[src/sv/assert_macros.svh]
// ----------------------------------------------------------------------------
// assert_macros.svh
// Assertion shorthands. Each expects clk and rst_n in scope.
// ----------------------------------------------------------------------------
`ifndef ASSERT_MACROS_SVH
`define ASSERT_MACROS_SVH

// Same-cycle implication.
`define ASSERT_IMP(lbl, ante, cons, msg) \
  lbl: assert property (@(posedge clk) disable iff (!rst_n) (ante) |-> (cons)) \
    else $error(msg);

// Next-cycle implication.
`define ASSERT_NXT(lbl, ante, cons, msg) \
  lbl: assert property (@(posedge clk) disable iff (!rst_n) (ante) |=> (cons)) \
    else $error(msg);

`endif

[src/sv/ibam_pkg.sv]
// ----------------------------------------------------------------------------
// ibam_pkg
// Types, constants and helpers for the image border address map.
// ----------------------------------------------------------------------------
package ibam_pkg;

  localparam int MAX_DIM         = 4096;
  localparam int MAX_BORDER      = 1024;
  localparam int DIM_W           = 13;
  localparam int COORD_W         = 12;
  localparam int BORDER_W        = 11;
  localparam int CALC_W          = 14;
  localparam int DIST_W          = 10;
  localparam int REM_W           = 14;
  localparam int STEPS_PER_STAGE = 2;
  localparam int MOD_STAGES      = DIST_W / STEPS_PER_STAGE;
  localparam int CFG_ADDR_W      = 3;
  localparam int CFG_DATA_W      = 32;

  localparam logic [31:0] BLACK_OPAQUE = 32'hFF00_0000;

  localparam logic [CFG_ADDR_W-1:0] REG_BORDER_MODE  = 3'd0;
  localparam logic [CFG_ADDR_W-1:0] REG_FILL_COLOR   = 3'd1;
  localparam logic [CFG_ADDR_W-1:0] REG_IMAGE_WIDTH  = 3'd2;
  localparam logic [CFG_ADDR_W-1:0] REG_IMAGE_HEIGHT = 3'd3;
  localparam logic [CFG_ADDR_W-1:0] REG_BORDER_WIDTH = 3'd4;

  typedef enum logic [2:0] {
    MODE_ZERO    = 3'd0,
    MODE_CONST   = 3'd1,
    MODE_COPY    = 3'd2,
    MODE_REFLECT = 3'd3,
    MODE_WRAP    = 3'd4
  } mode_t;

  typedef struct packed {
    logic [12:0] out_x;
    logic [12:0] out_y;
  } in_t;

  typedef struct packed {
    logic        take_source;
    logic [11:0] source_x;
    logic [11:0] source_y;
    logic [31:0] fill_pixel;
  } out_t;

  typedef struct packed {
    logic [2:0]          border_mode;
    logic [31:0]         fill_color;
    logic [DIM_W-1:0]    image_width;
    logic [DIM_W-1:0]    image_height;
    logic [BORDER_W-1:0] border_width;
  } cfg_t;

  typedef struct packed {
    logic               take_source;
    logic [31:0]        fill_pixel;
    logic [COORD_W-1:0] source_x;
    logic [COORD_W-1:0] source_y;
    logic               band;
    logic               axis_y;
    logic               far_side;
    mode_t              mode;
    logic [DIM_W-1:0]   n;
    logic [REM_W-1:0]   m;
    logic [DIST_W-1:0]  band_dist;
    logic [REM_W-1:0]   rem;
  } mid_t;

  localparam cfg_t CFG_RESET = '{
    border_mode:  MODE_CONST,
    fill_color:   BLACK_OPAQUE,
    image_width:  13'd1,
    image_height: 13'd1,
    border_width: 11'd0
  };

  // One restoring long-division step: bring in one dividend bit.
  function automatic logic [REM_W-1:0] mod_step(input logic [REM_W-1:0] r,
                                                input logic [REM_W-1:0] m,
                                                input logic             b);
    logic [REM_W:0] s;
    s = {r, b};
    if (s >= {1'b0, m}) begin
      s = s - {1'b0, m};
    end
    return s[REM_W-1:0];
  endfunction

endpackage

[src/sv/ibam_classify.sv]
// ----------------------------------------------------------------------------
// ibam_classify
// First stage: region decode, fill selection, band distance and divisor.
// ----------------------------------------------------------------------------
module ibam_classify (
  input  logic           clk,
  input  logic           rst_n,
  input  ibam_pkg::cfg_t cfg,
  input  logic           in_valid,
  output logic           in_ready,
  input  ibam_pkg::in_t  in_data,
  output logic           out_valid,
  input  logic           out_ready,
  output ibam_pkg::mid_t out_data
);

  logic                             v_r;
  ibam_pkg::mid_t                   data_r;
  ibam_pkg::mid_t                   data_nxt;
  logic [ibam_pkg::DIM_W-1:0]       w;
  logic [ibam_pkg::DIM_W-1:0]       h;
  logic [ibam_pkg::BORDER_W-1:0]    t;
  ibam_pkg::mode_t                  mode;
  logic [ibam_pkg::CALC_W-1:0]      x14, y14, w14, h14, t14;
  logic [ibam_pkg::CALC_W-1:0]      ow, oh, tw, th;
  logic [ibam_pkg::CALC_W-1:0]      ix, iy, near_dx, near_dy, far_dx, far_dy;
  logic                             in_frame, in_x, in_y;

  always_comb begin
    if (cfg.image_width == '0) begin
      w = ibam_pkg::DIM_W'(1);
    end else if (cfg.image_width > ibam_pkg::DIM_W'(ibam_pkg::MAX_DIM)) begin
      w = ibam_pkg::DIM_W'(ibam_pkg::MAX_DIM);
    end else begin
      w = cfg.image_width;
    end
    if (cfg.image_height == '0) begin
      h = ibam_pkg::DIM_W'(1);
    end else if (cfg.image_height > ibam_pkg::DIM_W'(ibam_pkg::MAX_DIM)) begin
      h = ibam_pkg::DIM_W'(ibam_pkg::MAX_DIM);
    end else begin
      h = cfg.image_height;
    end
    if (cfg.border_width > ibam_pkg::BORDER_W'(ibam_pkg::MAX_BORDER)) begin
      t = ibam_pkg::BORDER_W'(ibam_pkg::MAX_BORDER);
    end else begin
      t = cfg.border_width;
    end
    if (cfg.border_mode > ibam_pkg::MODE_WRAP) begin
      mode = ibam_pkg::MODE_ZERO;
    end else begin
      mode = ibam_pkg::mode_t'(cfg.border_mode);
    end
  end

  always_comb begin
    x14      = ibam_pkg::CALC_W'(in_data.out_x);
    y14      = ibam_pkg::CALC_W'(in_data.out_y);
    w14      = ibam_pkg::CALC_W'(w);
    h14      = ibam_pkg::CALC_W'(h);
    t14      = ibam_pkg::CALC_W'(t);
    ow       = w14 + {t14[ibam_pkg::CALC_W-2:0], 1'b0};
    oh       = h14 + {t14[ibam_pkg::CALC_W-2:0], 1'b0};
    tw       = t14 + w14;
    th       = t14 + h14;
    in_frame = (x14 < ow) && (y14 < oh);
    in_x     = (x14 >= t14) && (x14 < tw);
    in_y     = (y14 >= t14) && (y14 < th);
    ix       = x14 - t14;
    iy       = y14 - t14;
    near_dx  = t14 - x14 - ibam_pkg::CALC_W'(1);
    near_dy  = t14 - y14 - ibam_pkg::CALC_W'(1);
    far_dx   = x14 - tw;
    far_dy   = y14 - th;
  end

  always_comb begin
    data_nxt             = '0;
    data_nxt.mode        = mode;
    data_nxt.m           = ibam_pkg::REM_W'(1);
    data_nxt.n           = ibam_pkg::DIM_W'(1);
    if (in_frame) begin
      if (in_x && in_y) begin
        data_nxt.take_source = 1'b1;
        data_nxt.source_x    = ix[ibam_pkg::COORD_W-1:0];
        data_nxt.source_y    = iy[ibam_pkg::COORD_W-1:0];
      end else if (mode == ibam_pkg::MODE_ZERO) begin
        data_nxt.fill_pixel = ibam_pkg::BLACK_OPAQUE;
      end else if (mode == ibam_pkg::MODE_CONST) begin
        data_nxt.fill_pixel = cfg.fill_color;
      end else if (in_x) begin
        data_nxt.take_source = 1'b1;
        data_nxt.band        = 1'b1;
        data_nxt.axis_y      = 1'b1;
        data_nxt.source_x    = ix[ibam_pkg::COORD_W-1:0];
        data_nxt.far_side    = (y14 >= t14);
        data_nxt.band_dist   = (y14 >= t14) ? far_dy[ibam_pkg::DIST_W-1:0]
                                            : near_dy[ibam_pkg::DIST_W-1:0];
        data_nxt.n           = h;
      end else if (in_y) begin
        data_nxt.take_source = 1'b1;
        data_nxt.band        = 1'b1;
        data_nxt.source_y    = iy[ibam_pkg::COORD_W-1:0];
        data_nxt.far_side    = (x14 >= t14);
        data_nxt.band_dist   = (x14 >= t14) ? far_dx[ibam_pkg::DIST_W-1:0]
                                            : near_dx[ibam_pkg::DIST_W-1:0];
        data_nxt.n           = w;
      end
    end
    if (mode == ibam_pkg::MODE_REFLECT) begin
      data_nxt.m = {data_nxt.n, 1'b0};
    end else begin
      data_nxt.m = ibam_pkg::REM_W'(data_nxt.n);
    end
  end

  assign in_ready = !v_r || out_ready;

  always_ff @(posedge clk) begin
    if (!rst_n) begin
      v_r <= 1'b0;
    end else if (in_ready) begin
      v_r <= in_valid;
    end
  end

  always_ff @(posedge clk) begin
    if (in_valid && in_ready) begin
      data_r <= data_nxt;
    end
  end

  assign out_valid = v_r;
  assign out_data  = data_r;

endmodule

[src/sv/ibam_mod_stage.sv]
// ----------------------------------------------------------------------------
// ibam_mod_stage
// One slice of the band-distance remainder: two long-division steps.
// ----------------------------------------------------------------------------
module ibam_mod_stage (
  input  logic           clk,
  input  logic           rst_n,
  input  logic           in_valid,
  output logic           in_ready,
  input  ibam_pkg::mid_t in_data,
  output logic           out_valid,
  input  logic           out_ready,
  output ibam_pkg::mid_t out_data
);

  logic           v_r;
  ibam_pkg::mid_t data_r;
  ibam_pkg::mid_t data_nxt;

  always_comb begin
    data_nxt = in_data;
    for (int i = 0; i < ibam_pkg::STEPS_PER_STAGE; i++) begin
      data_nxt.rem       = ibam_pkg::mod_step(data_nxt.rem, data_nxt.m,
                                              data_nxt.band_dist[ibam_pkg::DIST_W-1]);
      data_nxt.band_dist = {data_nxt.band_dist[ibam_pkg::DIST_W-2:0], 1'b0};
    end
  end

  assign in_ready = !v_r || out_ready;

  always_ff @(posedge clk) begin
    if (!rst_n) begin
      v_r <= 1'b0;
    end else if (in_ready) begin
      v_r <= in_valid;
    end
  end

  always_ff @(posedge clk) begin
    if (in_valid && in_ready) begin
      data_r <= data_nxt;
    end
  end

  assign out_valid = v_r;
  assign out_data  = data_r;

endmodule

[src/sv/ibam_resolve.sv]
// ----------------------------------------------------------------------------
// ibam_resolve
// Last stage: folds the remainder into a band index and registers the result.
// ----------------------------------------------------------------------------
module ibam_resolve (
  input  logic           clk,
  input  logic           rst_n,
  input  logic           in_valid,
  output logic           in_ready,
  input  ibam_pkg::mid_t in_data,
  output logic           out_valid,
  input  logic           out_ready,
  output ibam_pkg::out_t out_data
);

  logic                        v_r;
  ibam_pkg::out_t              data_r;
  ibam_pkg::out_t              data_nxt;
  logic [ibam_pkg::REM_W-1:0]  n14, nm1, rem, inv, over, mirror, idx;
  logic                        lt;

  always_comb begin
    n14    = ibam_pkg::REM_W'(in_data.n);
    rem    = in_data.rem;
    lt     = rem < n14;
    nm1    = n14 - ibam_pkg::REM_W'(1);
    inv    = nm1 - rem;
    over   = rem - n14;
    mirror = in_data.m - rem - ibam_pkg::REM_W'(1);
    case (in_data.mode)
      ibam_pkg::MODE_COPY: begin
        idx = in_data.far_side ? nm1 : '0;
      end
      ibam_pkg::MODE_WRAP: begin
        idx = in_data.far_side ? rem : inv;
      end
      ibam_pkg::MODE_REFLECT: begin
        if (in_data.far_side) begin
          idx = lt ? inv : over;
        end else begin
          idx = lt ? rem : mirror;
        end
      end
      default: begin
        idx = '0;
      end
    endcase
  end

  always_comb begin
    data_nxt.take_source = in_data.take_source;
    data_nxt.fill_pixel  = in_data.fill_pixel;
    data_nxt.source_x    = in_data.source_x;
    data_nxt.source_y    = in_data.source_y;
    if (in_data.band) begin
      if (in_data.axis_y) begin
        data_nxt.source_y = idx[ibam_pkg::COORD_W-1:0];
      end else begin
        data_nxt.source_x = idx[ibam_pkg::COORD_W-1:0];
      end
    end
  end

  assign in_ready = !v_r || out_ready;

  always_ff @(posedge clk) begin
    if (!rst_n) begin
      v_r <= 1'b0;
    end else if (in_ready) begin
      v_r <= in_valid;
    end
  end

  always_ff @(posedge clk) begin
    if (in_valid && in_ready) begin
      data_r <= data_nxt;
    end
  end

  assign out_valid = v_r;
  assign out_data  = data_r;

endmodule

[src/sv/image_border_address_map_unit.sv]
// ----------------------------------------------------------------------------
// image_border_address_map_unit
// Maps a bordered-image pixel coordinate to a source fetch or a fill pixel.
//
//   port group  dir  handshake          payload
//   in_*        in   in_valid/in_ready  ibam_pkg::in_t  (out_x, out_y)
//   out_*       out  out_valid/out_ready ibam_pkg::out_t (take_source, ...)
//   cfg_*       in   cfg_we             cfg_addr, cfg_wdata
//
// One beat per cycle sustained while out_ready holds; the stages are the decode
// stage, five remainder stages of two division steps each, and the output stage.
// The remainder chain (one step per dividend bit) sets the depth.
// Synchronous active-low reset clears valids and loads config registers with CFG_RESET.
// A stall holds each full stage; empty stages keep filling behind it.
// ----------------------------------------------------------------------------
`include "assert_macros.svh"

module image_border_address_map_unit (
  input  logic                              clk,
  input  logic                              rst_n,
  input  logic                              in_valid,
  output logic                              in_ready,
  input  ibam_pkg::in_t                     in_data,
  output logic                              out_valid,
  input  logic                              out_ready,
  output ibam_pkg::out_t                    out_data,
  input  logic                              cfg_we,
  input  logic [ibam_pkg::CFG_ADDR_W-1:0]   cfg_addr,
  input  logic [ibam_pkg::CFG_DATA_W-1:0]   cfg_wdata
);

  ibam_pkg::cfg_t cfg_r;
  ibam_pkg::cfg_t cfg_nxt;
  ibam_pkg::mid_t mid      [ibam_pkg::MOD_STAGES+1];
  logic           mid_vld  [ibam_pkg::MOD_STAGES+1];
  logic           mid_rdy  [ibam_pkg::MOD_STAGES+1];

  always_comb begin
    cfg_nxt = cfg_r;
    if (cfg_we) begin
      case (cfg_addr)
        ibam_pkg::REG_BORDER_MODE:  cfg_nxt.border_mode  = cfg_wdata[2:0];
        ibam_pkg::REG_FILL_COLOR:   cfg_nxt.fill_color   = cfg_wdata[31:0];
        ibam_pkg::REG_IMAGE_WIDTH:  cfg_nxt.image_width  = cfg_wdata[ibam_pkg::DIM_W-1:0];
        ibam_pkg::REG_IMAGE_HEIGHT: cfg_nxt.image_height = cfg_wdata[ibam_pkg::DIM_W-1:0];
        ibam_pkg::REG_BORDER_WIDTH: cfg_nxt.border_width = cfg_wdata[ibam_pkg::BORDER_W-1:0];
        default: begin
        end
      endcase
    end
  end

  always_ff @(posedge clk) begin
    if (!rst_n) begin
      cfg_r <= ibam_pkg::CFG_RESET;
    end else begin
      cfg_r <= cfg_nxt;
    end
  end

  ibam_classify u_classify (
    .clk       (clk),
    .rst_n     (rst_n),
    .cfg       (cfg_r),
    .in_valid  (in_valid),
    .in_ready  (in_ready),
    .in_data   (in_data),
    .out_valid (mid_vld[0]),
    .out_ready (mid_rdy[0]),
    .out_data  (mid[0])
  );

  for (genvar s = 0; s < ibam_pkg::MOD_STAGES; s++) begin : g_mod
    ibam_mod_stage u_mod (
      .clk       (clk),
      .rst_n     (rst_n),
      .in_valid  (mid_vld[s]),
      .in_ready  (mid_rdy[s]),
      .in_data   (mid[s]),
      .out_valid (mid_vld[s+1]),
      .out_ready (mid_rdy[s+1]),
      .out_data  (mid[s+1])
    );
  end

  ibam_resolve u_resolve (
    .clk       (clk),
    .rst_n     (rst_n),
    .in_valid  (mid_vld[ibam_pkg::MOD_STAGES]),
    .in_ready  (mid_rdy[ibam_pkg::MOD_STAGES]),
    .in_data   (mid[ibam_pkg::MOD_STAGES]),
    .out_valid (out_valid),
    .out_ready (out_ready),
    .out_data  (out_data)
  );

  `ASSERT_IMP(a_fetch_no_fill, out_valid && out_data.take_source,
              out_data.fill_pixel == '0, "fetch beat carries a fill value")
  `ASSERT_IMP(a_fill_no_coord, out_valid && !out_data.take_source,
              out_data.source_x == '0 && out_data.source_y == '0,
              "fill beat carries a source coordinate")
  `ASSERT_IMP(a_empty_out_ready, !out_valid, in_ready,
              "input stalled with empty output stage")

endmodule
[config.mk]
export PLATFORM = sky130hd
export DESIGN_NAME = image_border_address_map_unit
export DESIGN_NICKNAME = d
export VERILOG_FILES = /design/src/sv/ibam_pkg.sv /design/src/sv/ibam_classify.sv /design/src/sv/ibam_mod_stage.sv /design/src/sv/ibam_resolve.sv /design/src/sv/image_border_address_map_unit.sv
export VERILOG_INCLUDE_DIRS = /design/src /design/src/sv
export SDC_FILE = /design/constraint.sdc
export NUM_CORES = 1
export LEC_CHECK = 0
export BUFFER_PORTS_ARGS = -buffer_cell sky130_fd_sc_hd__buf_2
export CORE_MARGIN = 3
export CORE_UTILIZATION = 60
export CTS_CLUSTER_SIZE = 25
export DETAILED_ROUTE_END_ITERATION = 10
export PLACE_DENSITY = 0.77
export SLEW_MARGIN = 15
export SYNTH_ARGS = -nofsm -noshare
export SYNTH_HDL_FRONTEND = slang
export SYNTH_HIERARCHICAL = 1
export SYNTH_SLANG_ARGS = --single-unit
export TNS_END_PERCENT = 5
[constraint.sdc]
create_clock -name clk -period 13.7 [get_ports clk]
set_clock_uncertainty 0.2 [all_clocks]
set_input_delay 2.055 -clock clk [delete_from_list [all_inputs] [get_ports clk]]
set_output_delay 2.055 -clock clk [all_outputs]
set_load 0.02 [all_outputs]
**Word-level counts from Yosys, hierarchy flattened**

Cells that the tools add are included.

- Add/sub/neg operators: 27
- Multipliers: 0
- Divide/modulo/power cells: 0
- Order comparisons: 21
- Eq/ne operators: 9
- Shift-type cells: 0
- Mux-type cells: 53
- Bitwise operators: 2
- Reduce and logical (&&, ||, !) cells: 37

Operator list:

| operator | count |
|---|---|
| $mux 13 | 12 |
| $mux 14 | 10 |
| $ge 15x14->1 | 9 |
| $sub 14x14->14 | 9 |
| $mux 12 | 9 |
| $mux 32 | 2 |
| $lt 13x14->1 | 4 |
| $mux 27 | 2 |
| $mux 24 | 2 |
| $mux 10 | 4 |
| $sub 10x10->10 | 4 |
| $pmux 12 s3 | 1 |
| $sub 12x12->12 | 3 |
| $add 11x13->14 | 2 |
| $add 13x12->14 | 2 |
| $ge 13x11->1 | 2 |
| $gt 13x13->1 const B | 2 |
| $logic_not 13->1 | 2 |
| $sub 12x1->12 const B | 2 |
| $sub 12x11->12 | 2 |
| $sub 10x1->10 const B | 2 |
| $eq 3x2->1 const B | 5 |
| $ge 1x14->1 | 1 |
| $lt 14x13->1 | 1 |
| other kinds (16) | 55 |

- Register bits after elaboration: 774
- Bits in latches: 0
- RAM bits: 0
- ROM bits: 0
- Output and inout bits: 59
- Memories kept: 0

**Logic depth before layout (Yosys ltp)**

- Word-level depth: 13
- Mapped depth: 23
- Mapped depth without buffers: 21

**Modules after synthesis**

Netlist, hierarchy kept.

Modules (own cells, without submodules):

| module | times used | cells each | area an instance (µm²) |
|---|---|---|---|
| ibam_mod_stage | 5 | 343 | 5167.5 |
| ibam_classify | 1 | 1070 | 9828.2 |
| ibam_resolve | 1 | 444 | 4448.0 |
| image_border_address_map_unit | 1 | 274 | 2763.9 |

**Least setup slack after synthesis**

OpenSTA, ideal clock, no wires.

- Path kind: input-to-reg
- Start: input out_ready
- End: register u_classify.data_r, in the netlist u_classify/out_data[100], enable pin
- Setup time: 0.470 ns
- Arrival: 5.349 ns
- Required time: 13.030 ns
- Path slack: 7.681 ns
- Cell stages on the path: 8
- Buffers on the path: 0
- Cell sequence: nand2b_1 nand2b_1 nand2b_1 nand2b_1 nand2b_1 nand2b_1 nand2b_1 and2_1

RTL lines:

| element | RTL line | text |
|---|---|---|
| from (decl) | image_border_address_map_unit.sv:25 | `input logic out_ready,` |
| to (signal assigned) | ibam_classify.sv:129 | `data_r <= data_nxt;` |
| to (decl) | ibam_classify.sv:18 | `ibam_pkg::mid_t data_r;` |

**Worst setup path in the final report**

- Start: register cfg_r[36] (netlist bit)
- End: register u_classify.data_r, in the netlist u_classify/out_data[84] (data pin)

- Longest elaborated chain between the ends: 8
- Elaborated cells between the ends (all ways): 13
- Classes of those cells: add/sub: 2; order compare: 3; mux: 2; bitwise: 1; reduce/logical: 5

RTL lines:

| element | RTL line | text |
|---|---|---|
| from (decl) | image_border_address_map_unit.sv:32 | `ibam_pkg::cfg_t cfg_r;` |
| from (signal assigned) | image_border_address_map_unit.sv:55 | `cfg_r <= ibam_pkg::CFG_RESET;` |
| from (signal assigned) | image_border_address_map_unit.sv:57 | `cfg_r <= cfg_nxt;` |
| $gt 13x13->1 | ibam_classify.sv:32 | `end else if (cfg.image_width > ibam_pkg::DIM_W'(ibam_pkg::MAX_DIM)) begin` |
| $mux 13 | ibam_classify.sv:32 |  |
| $mux 13 (*) | ibam_classify.sv:30 | `if (cfg.image_width == '0) begin` |
| $add 11x13->14 or $add 13x12->14 (tied branches) | ibam_classify.sv:64, ibam_classify.sv:62 |  |
| $lt 13x14->1, on equally long branches | ibam_classify.sv:67, ibam_classify.sv:66 |  |
| $logic_and 1x1->1, on equally long branches | ibam_classify.sv:67, ibam_classify.sv:66 |  |
| $logic_and 1x1->1 or $not 1->1 (tied branches) | n/a |  |
| $reduce_or 4->1 (no line) (*) | n/a |  |

Every way passes the cells marked *; elsewhere a longest branch is shown, timed or not.
A chain may end at the register's enable or synchronous reset.

==> run metrics <==
CP Data Required Time=13850 ps; Pwr per Cell Area=128.7 nW/um^2; Cell Area, Synth=42120 um^2; largest net degree at the start of global routing=113; grt ovf=0; number of DRC markers in iteration 0=2582; Setup CP Type=reg -> reg; Tot GR Track Use=0.2563; Rel. slew slack=0.2653; die area=73420 um^2; number of clock buffers inserted by TritonCTS=75; hpwl dp=68.83 mm; slowest CP cell=dfxtp_1; nets=3965; first-pass GRT wire length=148.4 mm; synth warn=6; CTS tree=built; Worst setup SP type=flop; syn_area_per_cell=12.15 um^2; ANT nets after route=0; Hold WC Path Type=reg -> reg; fmax=147.2 MHz; Clock Latency Late Sink=610 ps; Die Span Y=271.0 um; Critical Path, Cell by Cell=nor2b_1, ha_1, a21oi_1, maj3_1, o21ai_0, a21oi_1, o21bai_1, a21o_1, or4_1, and4_1, ha_1, a21o_1, a21oi_1, nor3b_1, a22oi_1, a211oi_2, nand2_1, and3_1, and2_1; post_cts resized=0; leakage dissipation=0.01792 uW; Starting Density=0.6099; gpl congestion=0.9461; # fillers=4988; Initial DRT Pass Iterations=7; Die W=271.0 um; DRC=0; layout cells sized above 1=0.1268; Port Buf Inserts=124; WP data arrival=6950 ps; Ports=125; clock transition at the registers of the reported paths=60 ps; Tightest Pin Transition=1102 ps; Tot Pwr=5906 uW; RSZ-0062 raised after global routing=no; Layout area overhead=8.893%; clk sinks=774; wire per inst=20.70 um; Std-Cell Rows=96; total number of vias=27330; final setup fails=0; Worst setup EP type=flop; CP dominant cell by count=a21oi_1; CTS H-tree lvls=3; CP delay by family, top=simple AND/OR/NAND/NOR gates; Final Max Slew Viols=0; Synth Instances=3466; Peak VDD IR=97.28 uV; TNS Setup=0 ps; Final Cycle Share=0.4960; Period minus WS final=6795 ps; vias in the first global route=26570; CP peak stage delay=880 ps; Max-cap violations=0; vias per inst=5.982; Clock Tree Buf Depth=3; worst-path fanout max=24; core area=69070 um^2; outcome=complete, no violations; clk root buf=clkbuf_16; Hold Violations, Final=0; post-CTS setup buffers=0; WP buf/inv=0; WL final=94.56 mm; initial antenna violation count=1; hold_buf cts=0
cell type report:
type,instances,area (um^2),area share
Clock buffer,91,2019,0.04403
Sequential cell,774,22450,0.4895
Timing Repair Buffer,136,713.2,0.01555
Multi-Input combinational cell,2368,18220,0.3973
Clock inverter,42,450.4,0.009820
Inverter,225,844.6,0.01841
Tap cell,931,1165,0.02540
Antenna cell,1,2.502,0.00005456
worst paths after layout:
path | startpoint | to | slack, ps | cells after the start
max | cfg_r[36] | u_classify/out_data[84] | 6900 | 19
min | g_mod[1].u_mod/out_data[84] | g_mod[2].u_mod/out_data[84] | 190 | 0
max reg2reg | cfg_r[36] | u_classify/out_data[84] | 6900 | 19
min reg2reg | g_mod[1].u_mod/out_data[84] | g_mod[2].u_mod/out_data[84] | 190 | 0
layout by cell type, fill, tap and decap left out, types with 47 or more instances in the layout:
master / count
edfxtp_1: 695
ha_1: 300
nand2_1: 240
inv_1: 223
nor2_1: 194
a21oi_1: 176
xnor2_1: 157
o21ai_0: 128
buf_2: 123
mux2i_1: 100
a21o_1: 84
dfxtp_1: 79
clkbuf_16: 77
xor2_1: 74
mux2_2: 70
nor2b_1: 63
nand3_1: 50
mux2_4: 50
and2_1: 49
nand4_1: 47
sequential cells by signal (all words and copies together), names as in the netlist:
register / cells
g_mod.u_mod/out_valid: 5
g_mod.u_mod/out_data: 538
cfg_r: 72
u_classify/out_data: 100
u_resolve/out_valid: 1
u_classify/out_valid: 1
u_resolve/out_data: 57
through the flow:
step | worst slack [ps] | area [um^2] | util | std cells | hold WS (ps)
finish | 6905 | 45870 | 0.6641 | 4568 | 192.5
global route | 6506 | 45870 | 0.6641 | 4567 | 197.0
CTS | 7071 | 45870 | 0.6641 | 4567 | 188.1
detailed placement | 7117 | 43400 | 0.6283 | 4434 | 204.5
global placement | 7300 | 43400 | 0.6283 | 4434 | 200.6
floorplan | 7681 | 42170 | - | 3479 | 200.3
worst reg2reg max path, delay by kind of cell (launching register included):
family,cells,cell delay (ps)
simple gates,7,2280
compound gates,9,2260
fa+ha+maj,3,890
flops,1,880
metal layers:
metal	vias up	wire length, um	global-route usage
li1	13070	-	-
met1	13110	41490	0.3589
met2	956	44470	0.4200
met3	187	5685	0.02731
met4	0	2919	0.08745
met5	-	0	0
power by group:
part / leakage [uW] / switching [uW] / total [uW] / internal [uW]
clock network: 0.00120 / 872 / 2050 / 1180
logic: 0.00961 / 619 / 1150 / 535
registers: 0.00710 / 36.8 / 2700 / 2670
No activity file was read; power rests on OpenSTA's default activity.
